[config.mk]
export PLATFORM = sky130hd
export DESIGN_NAME = trampoline_slot_value_unit_core
export DESIGN_NICKNAME = d
export VERILOG_FILES = /design/src/hw/rtl/tsvu_pkg.sv /design/src/hw/rtl/tsvu_calc.sv /design/src/hw/rtl/trampoline_slot_value_unit_core.sv
export SDC_FILE = /design/constraint.sdc
export NUM_CORES = 1
export LEC_CHECK = 0
export BUFFER_PORTS_ARGS = -buffer_cell sky130_fd_sc_hd__buf_2
export CORE_MARGIN = 5
export CORE_UTILIZATION = 50
export DETAILED_ROUTE_END_ITERATION = 12
export PLACE_DENSITY_LB_ADDON = 0.2
export SLEW_MARGIN = 10
export SYNTH_ARGS = -nofsm -noshare
export SYNTH_HDL_FRONTEND = slang
export SYNTH_SLANG_ARGS = --single-unit
[constraint.sdc]
create_clock -name clk -period 6.85 [get_ports clk]
set_input_delay 0.685 -clock clk [delete_from_list [all_inputs] [get_ports clk]]
set_output_delay 0.685 -clock clk [all_outputs]
set_load 0.03 [all_outputs]
[src/hw/rtl/tsvu_pkg.sv]
// ----------------------------------------------------------------------------
// tsvu_pkg
// Types, codes and helper functions shared by the trampoline slot value unit.
// ----------------------------------------------------------------------------
`default_nettype none

package tsvu_pkg;

	localparam int unsigned InTdataWidth  = 280;
	localparam int unsigned InTuserWidth  = 5;
	localparam int unsigned OutTdataWidth = 200;
	localparam int unsigned OutTuserWidth = 2;

	typedef enum logic [4:0] {
		KIND_HANDLER     = 5'd0,
		KIND_NEXT_PC     = 5'd1,
		KIND_INSTR       = 5'd2,
		KIND_ADR         = 5'd3,
		KIND_IMM19       = 5'd4,
		KIND_IMM26       = 5'd5,
		KIND_PATCH_COND  = 5'd6,
		KIND_PATCH_SF    = 5'd7,
		KIND_PATCH_OP    = 5'd8,
		KIND_PATCH_RN    = 5'd9,
		KIND_PATCH_RT    = 5'd10,
		KIND_PATCH_RT_RN = 5'd11,
		KIND_PATCH_TBZ   = 5'd12,
		KIND_PATCH_SIZE  = 5'd13,
		KIND_RET_PC4     = 5'd14,
		KIND_RET_IMM26   = 5'd15,
		KIND_RET_IMM19   = 5'd16,
		KIND_RET_IMM14   = 5'd17
	} kind_t;

	typedef enum logic [1:0] {
		SET_A32 = 2'd0,
		SET_T16 = 2'd1,
		SET_T32 = 2'd2,
		SET_A64 = 2'd3
	} insn_set_t;

	localparam logic [1:0] SIZE_16 = 2'd0;
	localparam logic [1:0] SIZE_32 = 2'd1;
	localparam logic [1:0] SIZE_64 = 2'd2;

	localparam logic [31:0] MASK_COND = 32'h0000_000f;
	localparam logic [31:0] MASK_SF   = 32'h8000_0000;
	localparam logic [31:0] MASK_OP   = 32'h0100_0000;
	localparam logic [31:0] MASK_RN   = 32'h0000_03e0;
	localparam logic [31:0] MASK_RT   = 32'h0000_001f;
	localparam logic [31:0] MASK_TBZ  = 32'h80f8_0000;
	localparam logic [31:0] MASK_SIZE = 32'h4000_0000;
	localparam logic [63:0] PAGE_MASK = 64'hffff_ffff_ffff_f000;

	typedef struct packed {
		kind_t       kind;
		logic [31:0] instr_word;
		insn_set_t   insn_set;
		logic [63:0] instr_address;
		logic [63:0] handler_target;
		logic [63:0] stub_base;
		logic [15:0] slot_offset;
		logic [31:0] slot_word;
	} req_t;

	typedef struct packed {
		logic        write_valid;
		logic [1:0]  write_size;
		logic [63:0] write_value;
		logic        return_valid;
		logic [63:0] return_site;
		logic [63:0] return_target;
	} res_t;

	function automatic logic [63:0] imm19_ofs(input logic [31:0] w);
		return {{43{w[23]}}, w[23:5], 2'b00};
	endfunction

	function automatic logic [63:0] imm26_ofs(input logic [31:0] w);
		return {{36{w[25]}}, w[25:0], 2'b00};
	endfunction

	function automatic logic [63:0] imm14_ofs(input logic [31:0] w);
		return {{48{w[18]}}, w[18:5], 2'b00};
	endfunction

	function automatic logic [63:0] adr_ofs(input logic [31:0] w);
		logic [63:0] imm;
		imm = {{43{w[23]}}, w[23:5], w[30:29]};
		return w[31] ? {imm[51:0], 12'h000} : imm;
	endfunction

endpackage

`default_nettype wire

[src/hw/rtl/tsvu_calc.sv]
// ----------------------------------------------------------------------------
// tsvu_calc
// Slot value logic: one shared target adder, the return place adder and the
// selection of write and return fields for one request.
// ----------------------------------------------------------------------------
`default_nettype none

module tsvu_calc
	import tsvu_pkg::*;
(
	input  var req_t req,
	output var res_t res
);

	logic        a64;
	logic        thumb;
	logic [63:0] add_a;
	logic [63:0] add_b;
	logic [63:0] add_sum;
	logic [63:0] place_sum;
	logic [31:0] mask;
	logic [31:0] src;
	logic [63:0] patched;

	assign a64       = (req.insn_set == SET_A64);
	assign thumb     = (req.insn_set == SET_T16) || (req.insn_set == SET_T32);
	assign add_sum   = add_a + add_b;
	assign place_sum = req.stub_base + {48'd0, req.slot_offset};
	assign patched   = {32'd0, (req.slot_word & ~mask) | (src & mask)};

	always_comb begin
		add_a = req.instr_address;
		add_b = 64'd4;
		mask  = MASK_COND;
		src   = req.instr_word;
		case (req.kind)
			KIND_NEXT_PC: begin
				add_b = (req.insn_set == SET_T16) ? 64'd2 : 64'd4;
			end
			KIND_ADR: begin
				add_a = req.instr_word[31] ? (req.instr_address & PAGE_MASK)
				                           : req.instr_address;
				add_b = adr_ofs(req.instr_word);
			end
			KIND_IMM19, KIND_RET_IMM19: add_b = imm19_ofs(req.instr_word);
			KIND_IMM26, KIND_RET_IMM26: add_b = imm26_ofs(req.instr_word);
			KIND_RET_IMM14:             add_b = imm14_ofs(req.instr_word);
			KIND_PATCH_SF:   mask = MASK_SF;
			KIND_PATCH_OP:   mask = MASK_OP;
			KIND_PATCH_RN:   mask = MASK_RN;
			KIND_PATCH_RT:   mask = MASK_RT;
			KIND_PATCH_RT_RN: begin
				mask = MASK_RN;
				src  = {req.instr_word[26:0], 5'd0};
			end
			KIND_PATCH_TBZ:  mask = MASK_TBZ;
			KIND_PATCH_SIZE: mask = MASK_SIZE;
			default: ;
		endcase
	end

	always_comb begin
		res = '0;
		case (req.kind)
			KIND_HANDLER: begin
				res.write_valid = 1'b1;
				res.write_size  = a64 ? SIZE_64 : SIZE_32;
				res.write_value = a64 ? req.handler_target
				                      : {32'd0, req.handler_target[31:0]};
			end
			KIND_NEXT_PC: begin
				res.write_valid = 1'b1;
				res.write_size  = a64 ? SIZE_64 : SIZE_32;
				res.write_value = a64 ? add_sum
				                      : {32'd0, add_sum[31:1], add_sum[0] | thumb};
			end
			KIND_INSTR: begin
				res.write_valid = 1'b1;
				case (req.insn_set)
					SET_T16: begin
						res.write_size  = SIZE_16;
						res.write_value = {48'd0, req.instr_word[15:0]};
					end
					SET_T32: begin
						res.write_size  = SIZE_32;
						res.write_value = {32'd0, req.instr_word[15:0],
						                   req.instr_word[31:16]};
					end
					default: begin
						res.write_size  = SIZE_32;
						res.write_value = {32'd0, req.instr_word};
					end
				endcase
			end
			KIND_ADR, KIND_IMM19, KIND_IMM26: begin
				res.write_valid = 1'b1;
				res.write_size  = SIZE_64;
				res.write_value = add_sum;
			end
			KIND_PATCH_COND, KIND_PATCH_SF, KIND_PATCH_OP, KIND_PATCH_RN,
			KIND_PATCH_RT, KIND_PATCH_RT_RN, KIND_PATCH_TBZ, KIND_PATCH_SIZE: begin
				if (a64) begin
					res.write_valid = 1'b1;
					res.write_size  = SIZE_32;
					res.write_value = patched;
				end
			end
			KIND_RET_PC4, KIND_RET_IMM26, KIND_RET_IMM19, KIND_RET_IMM14: begin
				if (a64) begin
					res.return_valid  = 1'b1;
					res.return_site   = place_sum;
					res.return_target = add_sum;
				end
			end
			default: ;
		endcase
	end

endmodule

`default_nettype wire

[src/hw/rtl/trampoline_slot_value_unit_core.sv]
// ----------------------------------------------------------------------------
// trampoline_slot_value_unit_core
// Computes the word to store into one trampoline stub slot per request.
// ----------------------------------------------------------------------------
// Each request is registered on input, passes through one stage of slot value
// logic and lands in a result register, from which it is offered on the output;
// one request per cycle is sustained while the result side does not stall. The
// unit holds no state between requests; a stall on the result side holds both
// stages.
`default_nettype none

module trampoline_slot_value_unit_core
	import tsvu_pkg::*;
(
	input  wire                       clk,
	input  wire                       arst_n,
	input  wire                       s_tvalid,
	output logic                      s_tready,
	// instr_word, insn_set, instr_address, handler_target, stub_base,
	// slot_offset, slot_word, zero fill
	input  wire  [InTdataWidth-1:0]   s_tdata,
	// kind
	input  wire  [InTuserWidth-1:0]   s_tuser,
	output logic                      m_tvalid,
	input  wire                       m_tready,
	// write_size, write_value, return_site, return_target, zero fill
	output logic [OutTdataWidth-1:0]  m_tdata,
	// write_valid, return_valid
	output logic [OutTuserWidth-1:0]  m_tuser
);

	logic valid_s1;
	logic valid_s2;
	logic adv_s2;
	req_t req_s1;
	res_t res_c;
	res_t res_s2;

	assign adv_s2   = !valid_s2 || m_tready;
	assign s_tready = !valid_s1 || adv_s2;

	always_ff @(posedge clk or negedge arst_n) begin
		if (!arst_n) begin
			valid_s1 <= 1'b0;
			valid_s2 <= 1'b0;
		end else begin
			if (s_tready) valid_s1 <= s_tvalid;
			if (adv_s2)   valid_s2 <= valid_s1;
		end
	end

	always_ff @(posedge clk) begin
		if (s_tready && s_tvalid) begin
			req_s1.kind           <= kind_t'(s_tuser[4:0]);
			req_s1.instr_word     <= s_tdata[31:0];
			req_s1.insn_set       <= insn_set_t'(s_tdata[33:32]);
			req_s1.instr_address  <= s_tdata[97:34];
			req_s1.handler_target <= s_tdata[161:98];
			req_s1.stub_base      <= s_tdata[225:162];
			req_s1.slot_offset    <= s_tdata[241:226];
			req_s1.slot_word      <= s_tdata[273:242];
		end
		if (adv_s2 && valid_s1) res_s2 <= res_c;
	end

	tsvu_calc u_calc (
		.req (req_s1),
		.res (res_c)
	);

	assign m_tvalid = valid_s2;
	assign m_tdata  = {6'd0, res_s2.return_target, res_s2.return_site,
	                   res_s2.write_value, res_s2.write_size};
	assign m_tuser  = {res_s2.return_valid, res_s2.write_valid};

endmodule

`default_nettype wire

## Word level (Yosys, flattened, before mapping)

Cells that the tools add are included.
W data, S select, Z words.

- Flip-flop bits (word level): 477
- Bits of input ports: 289
- Output and inout port bits: 204

- $add $sub $neg: 2
- Eq/ne operators: 20
- Muxes and demuxes: 14
- Bitwise gates (word level): 5
- Reduce and logical (&&, ||, !) cells: 15

Operator list:

| cell | number |
|---|---|
| $pmux W67 S5 | 1 |
| $pmux W64 S5 | 1 |
| $pmux W32 S6 | 1 |
| $pmux W65 S2 | 1 |
| $mux W129 | 1 |
| $mux W64 | 2 |
| $mux W67 | 1 |
| $add A64 B16 Y64 | 1 |
| $add A64 B64 Y64 | 1 |
| $and A32 B32 Y32 | 2 |
| $mux W32 | 2 |
| $eq A5 B4 Y1 const B | 8 |
| $not A32 Y32 | 1 |
| $or A32 B32 Y32 | 1 |
| $mux W12 | 2 |
| $eq A5 B3 Y1 const B | 4 |
| $eq A5 B2 Y1 const B | 2 |
| $eq A5 B5 Y1 const B | 2 |
| $reduce_or A8 Y1 | 1 |
| $reduce_or A2 Y1 | 3 |
| $eq A5 B1 Y1 const B | 1 |
| $logic_not A5 Y1 | 1 |
| $eq A2 B2 Y1 const B | 2 |
| $reduce_or A4 Y1 | 1 |
| 9 further kinds | 13 |

## Depth between registers and ports, before layout

Gate-level depths: netlist (run 1).

- Depth in word-level cells: 8
- Mapped depth: 19
- Gate-level depth less buffers: 17

## Cells and area by module

From an unflattened synthesis (run 1), not the netlist that was laid out.

- Cell total of the unflattened synthesis: 1,835
- Area, all modules: 22,977.0 µm²

By module, submodules not included:

| module | instances | cells an instance | area an instance (µm²) | seq. area each (µm²) |
|---|---|---|---|---|
| trampoline_slot_value_unit_core | 1 | 490 | 14,416.3 | 14,313.7 |
| tsvu_calc | 1 | 1,345 | 8,560.7 | 0.0 |

## Least setup slack after synthesis (run 1)

No wires, ideal clock.

- Kind: input to register
- Start: in m_tready
- End: reg req_s1[0] (netlist name) (enable)
- Arrival time: 7,383 ps
- Path slack: -1,207 ps
- Cell stages on the path: 2
- Path buffers: 0
- Cells stage by stage: nand3b_1 and2_1

- Longest elaborated chain between the ends: 3

Ends and longest elaborated chain:

| element | RTL line | RTL |
|---|---|---|
| start: declaration | trampoline_slot_value_unit_core.sv:25 | `input wire m_tready,` |
| $logic_or A1 B1 Y1 | trampoline_slot_value_unit_core.sv:39 | `assign adv_s2 = !valid_s2 \|\| m_tready;` |
| $logic_or A1 B1 Y1 | trampoline_slot_value_unit_core.sv:40 | `assign s_tready = !valid_s1 \|\| adv_s2;` |
| $logic_and A1 B1 Y1 | trampoline_slot_value_unit_core.sv:53 | `if (s_tready && s_tvalid) begin` |
| end: declaration | trampoline_slot_value_unit_core.sv:35 | `req_t req_s1;` |

No other way between the ends.
A chain may end at the register's enable or synchronous reset.

## Final worst setup path (run 1)

- Start: reg req_s1[275] (netlist name)
- End: reg res_s2 (netlist bit m_tdata[187]) (data pin)

- Longest elaborated chain between the ends: 4
- Elaborated cells on any way between the ends: 15
- Those cells by class: add/sub (1); eq/ne (8); mux (2); reduce/logical (4)

Ends and longest elaborated chain:

| element | RTL line | RTL |
|---|---|---|
| $eq A5 B3 Y1 (tied with other cells) | tsvu_calc.sv:36 | `case (req.kind)` |
| $reduce_or A2 Y1 | tsvu_calc.sv:36 |  |
| $pmux W64 S5 | tsvu_calc.sv:36 |  |
| $add A64 B64 Y64 | tsvu_calc.sv:27 | `assign add_sum = add_a + add_b;` |
| end signal: assignment | trampoline_slot_value_unit_core.sv:63 | `if (adv_s2 && valid_s1) res_s2 <= res_c;` |
| end: declaration | trampoline_slot_value_unit_core.sv:37 | `res_t res_s2;` |

Several ways; a longest one is shown, not always the timed one.

==> run metrics, run 1 <==
Final Hold Viols=0; first-pass GRT wire length=between 100 and 150 mm; die width=226 µm; FF-to-FF Start=req_s1[275]$_DFFE_PP_; post-layout min period=6000 ps; cells after synthesis=approximately 2000; fmax=167 MHz; critical path startpoint category=flip-flop; Post-Syn Area=23300 µm²; peak supply drop=slightly above 0.0003 V; Critical Setup Path Class=reg2reg; drt first pass iters=7; max-cap violation count=0; finished layout cell area=roughly 28000 µm²; Layout fillers=3762; required time worst endpoint=roughly 7100 ps; Global Route Usage Sum=27.1%; initial antenna violation count=7; skew final=21.7 ps; final setup margin=853 ps; clk_lat worst skew=600 ps; wire length per cell=~24 µm; Clock Pin Slew Worst Setup and Hold Paths=~60 ps; CTS tree=built; fin nets=2778; Leak=11.1 nW; worst slack, placed=864 ps; yosys warns=0; Worst R2R Setup Slack=850 ps; initial drt markers=1706; share of cells above drive strength 1=roughly 25%; final WL=72.2 mm; Yosys cell types=76; most frequent cells in the layout=buf_2 (480), edfxtp_1 (475), nor2_1 (191), nand2_1 (156), a21oi_1 (156); relative slew slack=20.3%; ys async rst share=less than 1%; Power, Total=between 7 and 8 mW; GP Congestion=0.950; Post-DRT Antenna Nets=0; fin crit share=~88%; Final HPWL DP=53.7 mm; root buf cell=clkbuf_16; Finish-stage setup viols=0; Hold Path Cell Cnt=1; Syn Area/Cell=12.0 µm²; worst flop-to-flop path endpoint=m_tdata[187]$_SDFFCE_PN0P_; Pins Over Slew Limit=0; Port Buffers=480; vias=18000; post-CTS setup buffer count=0; Hold Crit Endpoint=req_s1[133]$_DFFE_PP_; Final Util=60.5%; largest net degree at the start of global routing=roughly 180; CP max FO=14; die area=between 50000 and 60000 µm²; # rows=79; worst hold path type=in2reg; RSZ-0062 raised after global routing=false; Max clock buf depth=3; Worst Tran Pin Value=between 1000 and 1500 ps; TritonCTS Buffers=52; clock sink count=477; hold slack=~260 ps; Placed Area=~26000 µm²; R2R cell count=16; nature of the critical path endpoint=flip-flop; Seq cells post-synth=477; hold_sp=s_tdata[119]; arrival time at the worst endpoint=approximately 6300 ps; CTS H-tree lvls=2; sequential area share after synthesis=61.4%; placed insts=2957; Pwr per Cell Area=269 nW/µm²; total grt overflow=0; EDFF count, synth=475; core area=46400 µm²; Top FF cell, synth=edfxtp_1; I/O pins=493; vias in the first global route=17400; Syn-to-layout area delta=20.2%; DIE HEIGHT=226 µm; setup tns final=0 ps; final instance count without filler cells=3059; Initial Util=50.3%; DRC viols=0; commonest non-fill, non-tap cell in the layout=buf_2; Vias per Instance=about 5.9; status=completed
==> worst max-delay path, stage by stage, from the launching register on <==
cell       delay [ps]
edfxtp_1          680
nand2b_1          200
nor3_1            120
and3_1            290
a21oi_1           460
a21boi_1          420
nand2_1           480
ha_1              620
nand4_1           290
or3_1             440
o32a_1            190
nor2_1             80
o21ai_0           250
a2111oi_0         700
nor3_1            150
xor2_1            230
nor2_1             80
==> registers in the layout, summed over array words and instances, names as in the netlist <==
name and flops:
valid_s1 1, m_tvalid 1, m_tuser 2, req_s1 279, m_tdata 194
==> where the power goes <==
part           switching (mW)  internal, mW
combinational           0.779         0.354
sequential              0.104          3.45
clock                    1.14          1.72
==> area by class of cell <==
cell class | count | area (µm²) | share of cell area (%)
Clock buffer | 62 | 1360 | 4.85
Timing Repair Buffer | 498 | 2560 | 9.14
Antenna cell | 8 | 20.0 | 0.0714
Sequential cell | 477 | 14300 | 51.0
Clock inverter | 31 | 378 | 1.35
Inverter | 45 | 169 | 0.602
Tap cell | 607 | 759 | 2.71
Multi-Input combinational cell | 1331 | 8480 | 30.2
==> cell usage after synthesis, types with 4 or more instances <==
master / number / area (µm²)
a2111oi_0: 15 / 131
a211oi_1: 16 / 120
a21boi_0: 5 / 37.5
a21o_1: 34 / 255
a21oi_1: 157 / 786
a221oi_1: 21 / 184
a222oi_1: 14 / 140
a22o_1: 42 / 368
a22oi_1: 12 / 90.1
a31oi_1: 8 / 50.1
and2_1: 46 / 288
and3_1: 14 / 87.6
buf_1: 9 / 33.8
buf_4: 6 / 45.0
clkbuf_1: 84 / 315
edfxtp_1: 475 / 14300
ha_1: 82 / 1030
inv_1: 45 / 169
mux2i_1: 8 / 80.1
nand2_1: 157 / 589
nand2b_1: 15 / 93.8
nand3_1: 32 / 160
nand4_1: 32 / 200
nor2_1: 191 / 717
nor2b_1: 15 / 93.8
nor3_1: 32 / 160
nor3b_1: 14 / 105
nor4_1: 11 / 68.8
o211ai_1: 15 / 113
o21a_1: 13 / 97.6
o21ai_0: 114 / 571
o21bai_1: 9 / 67.6
o22ai_1: 5 / 31.3
o31ai_1: 7 / 52.6
or2_2: 7 / 43.8
or3_1: 13 / 81.3
or3b_2: 4 / 35.0
xnor2_1: 75 / 657
xor2_1: 37 / 324
==> how the worst max path moves through the flow <==
stage	from	to	slack (ps)	cells after the start
global placement	req_s1[275]$_DFFE_PP_	m_tdata[187]$_SDFFCE_PN0P_	1060	16
floorplan	m_tready	m_tdata[0]$_DFFE_PP_	1010	2
CTS	req_s1[275]$_DFFE_PP_	m_tdata[59]$_DFFE_PP_	850	16
finish	req_s1[275]$_DFFE_PP_	m_tdata[187]$_SDFFCE_PN0P_	850	16
global route	req_s1[275]$_DFFE_PP_	m_tdata[59]$_DFFE_PP_	350	16
detailed placement	req_s1[275]$_DFFE_PP_	m_tdata[59]$_DFFE_PP_	860	16
==> cells by family (layout without fill, tap and decap cells) <==
| family | Yosys count | after routing | share of synthesized area [%] |
|---|---|---|---|
| compound gates | 512 | 512 | 14.2 |
| fa+ha+maj | 84 | 84 | 4.57 |
| flops | 477 | 477 | 61.4 |
| mux | 11 | 11 | 0.488 |
| other cells | 1 | 14 | 0.0161 |
| simple gates | 606 | 606 | 12.6 |
| buf+inv | 147 | 636 | 2.56 |
| xor+xnor | 112 | 112 | 4.20 |
==> per-layer routing <==
layer  routed length, µm  vias to the layer above  GRT usage, %  share of wire (%)
met3                5510                      141          4.69                7.6
met5                   0                        -             0                  0
met4                2350                        0          8.88                3.3
li1                    -                     8289             -                  -
met1               29100                     8712          36.5                 40
met2               35200                      866          45.0                 49
==> timing repair <==
| action | 4_1_cts | 5_1_grt |
|---|---|---|
| endpoints found under the hold margin | 2 | 0 |
| hold buffers | 1 | 0 |
| resized for setup | 0 | 0 |
Note: power is estimated with default switching activity, not from simulation.
==> run 2, diff against run 1 <==
--- a/config.mk
+++ b/config.mk
@@ -7,7 +7,7 @@
 export LEC_CHECK = 0
 export BUFFER_PORTS_ARGS = -buffer_cell sky130_fd_sc_hd__buf_2
 export CORE_MARGIN = 5
-export CORE_UTILIZATION = 50
+export CORE_UTILIZATION = 30
 export DETAILED_ROUTE_END_ITERATION = 12
 export PLACE_DENSITY_LB_ADDON = 0.2
 export SLEW_MARGIN = 10
==> run 2 against run 1 <==
Net effect: clock power up 6%; global-route usage down 8.3 points; combinational power about the same; register-to-register slack worse by 120 ps.
==> run metrics, run 2 (synthesized netlist as in run 1, its figures left out) <==
post-CTS setup buffer count=0 (unchanged); Leak=11.2 nW (+0.78%); RSZ-0062 raised after global routing=false; post-cts resize count=0 (unchanged); crit path cell chain=nor3_1 > and3_1 > a21oi_1 > a21boi_1 > nand2_1 > ha_1 > nand4_1 > or3_1 > or2_2 > nor3_1 > a21oi_1 > o21ai_1 > a41oi_1 > xnor2_1 > a22o_1; Global Route Usage Sum=18.8% (-8.3 points); Pins Over Slew Limit=0 (unchanged); most frequent cells in the layout=buf_2 (480), edfxtp_1 (475), nor2_1 (191), nand2_1 (156), a21oi_1 (156); CP max FO=17 (+3); Final Hold Viols=0 (unchanged); # rows=102 (+29%); Comb power frac=15.0% (about the same); fin nets=2790 (+0.43%); finished layout cell area=28800 µm² (+2.5%); switch share=27.9% (+1.1 points); peak supply drop=0.000174 V (-43%); Clock Pin Slew Worst Setup and Hold Paths=60 ps (about the same); Placed Area=26900 µm² (+2.3%); CTS H-tree lvls=2 (unchanged); DIE HEIGHT=289 µm (+28%); initial antenna violation count=13 (+6); DRC viols=0 (unchanged); fmax=164 MHz (-1.9%); initial drt markers=1296 (-24%); Post-DRT Antenna Nets=0 (unchanged); total grt overflow=0 (unchanged); arrival time at the worst endpoint=6470 ps (+180 ps); Post-CTS Hold Fix Bufs=1 (unchanged); root buf cell=clkbuf_16; CTS tree=built; wire length per cell=23.3 µm (-1.1%); required time worst endpoint=7200 ps (+60 ps); share of cells above drive strength 1=25.2% (+0.28 points); max-cap violation count=0 (unchanged); GP Congestion=0.889 (-6.5%); I/O pins=493 (unchanged); final setup margin=735 ps (-118 ps); Psw=2.16 mW (+6.7%); clk_lat worst skew=600 ps (about the same); hold slack=253 ps (-8.99 ps); core area=77300 µm² (+67%); Final HPWL DP=61.6 mm (+15%); vias=17800 (-0.93%); Largest register FFs=279 (unchanged); clock sink count=477 (unchanged); nature of the critical path endpoint=flip-flop; register with the most flip-flops=req_s1; final WL=81.9 mm (+13%); die area=83400 µm² (+63%); Pwr per Cell Area=269 nW/µm² (about the same); skew final=20.9 ps (-0.785 ps); TritonCTS Buffers=55 (+5.8%); setup tns final=0 ps (unchanged); Layout fillers=7652 (+100%); Worst Tran Pin Value=1050 ps (-143 ps); drt first pass iters=7 (unchanged); Clk network pwr share=39.1% (+1.2 points); Power Internal=5.58 mW (+1.1%); Initial Util=30.2% (-20 points); Slowest-stage cell, CP=edfxtp_1; post-layout min period=6120 ps (+118 ps); Finish-stage setup viols=0 (unchanged); worst hold path type=in2reg; relative slew slack=29.6% (+9.3 points); Vias per Instance=5.08 (-14%); Critical Setup Path Class=reg2reg; largest net degree at the start of global routing=156 (-11%); commonest non-fill, non-tap cell in the layout=buf_2; critical path startpoint category=flip-flop; fin crit share=89.3% (+1.7 points); worst slack, placed=799 ps (-64.7 ps); CP peak stage delay=690 ps (about the same); die width=289 µm (+28%); vias in the first global route=17900 (+2.8%); Syn-to-layout area delta=23.3%; Max clock buf depth=3 (unchanged); status=completed; Port Buffers=480 (unchanged); Final Util=37.2% (-23 points); first-pass GRT wire length=118 mm (+11%); Reg power frac=45.9% (-1.2 points)
run 2: layout make-up:
class	instances	area [µm²]	area share (%)
sequential	477	14300	49.8
clock buffer	65	1440	4.99
tap	1040	1300	4.52
timing repair buffer	507	2630	9.15
clock inverter	39	413	1.44
inverter	45	169	0.587
multi-input combinational	1331	8480	29.5
antenna	6	15.0	0.0522
run 2: path summary, 6_finish.rpt:
| path | slack, ps | start | cells past startpoint | end |
|---|---|---|---|---|
| max | 730 | req_s1[277]$_DFFE_PP_ | 15 | m_tdata[65]$_DFFE_PP_ |
| min | 250 | s_tdata[43] | 1 | req_s1[185]$_DFFE_PP_ |
| max reg2reg | 730 | req_s1[277]$_DFFE_PP_ | 15 | m_tdata[65]$_DFFE_PP_ |
| min reg2reg | 510 | valid_s1$_DFFE_PN0N_ | 1 | m_tvalid$_DFFE_PN0P_ |
| max in group asynchronous | 6350 | arst_n | 2 | m_tvalid$_DFFE_PN0P_ |
| min in group asynchronous | 400 | arst_n | 2 | valid_s1$_DFFE_PN0N_ |
run 2: power groups by stage:
stage | logic (mW) | registers [mW] | clock network, mW
after global routing | 1.27 | 3.57 | 3.24
final | 1.16 | 3.55 | 3.02
after CTS | 1.18 | 3.56 | 3.12
after detailed placement | 1.18 | 3.62 | 0
after global placement | 1.17 | 3.61 | 0
after floorplan | 0.558 | 3.78 | 0
run 2: worst max-delay path, delay by kind of cell (launching register included):
kind,cells,cell delay [ps]
fa+ha+maj,1,620
simple gates,7,2340
compound gates,6,1990
xor+xnor,1,190
flops,1,690
run 2: routing by layer:
layer | vias to the layer above | global-route usage (%) | share of wire (%)
met5 | - | 0 | 0.033
met4 | 4 | 4.81 | 2.3
met3 | 111 | 3.27 | 6.1
met2 | 705 | 32.1 | 49
met1 | 8685 | 24.9 | 42
li1 | 8336 | - | -
run 2: stage by stage:
stage / power [mW] / instances
3_3_place_gp: 4.78 / 3399
2_1_floorplan: 4.33 / 1955
5_1_grt: 8.07 / 3510
3_5_place_dp: 4.79 / 3399
4_1_cts: 7.86 / 3504
6_report: 7.74 / 3510
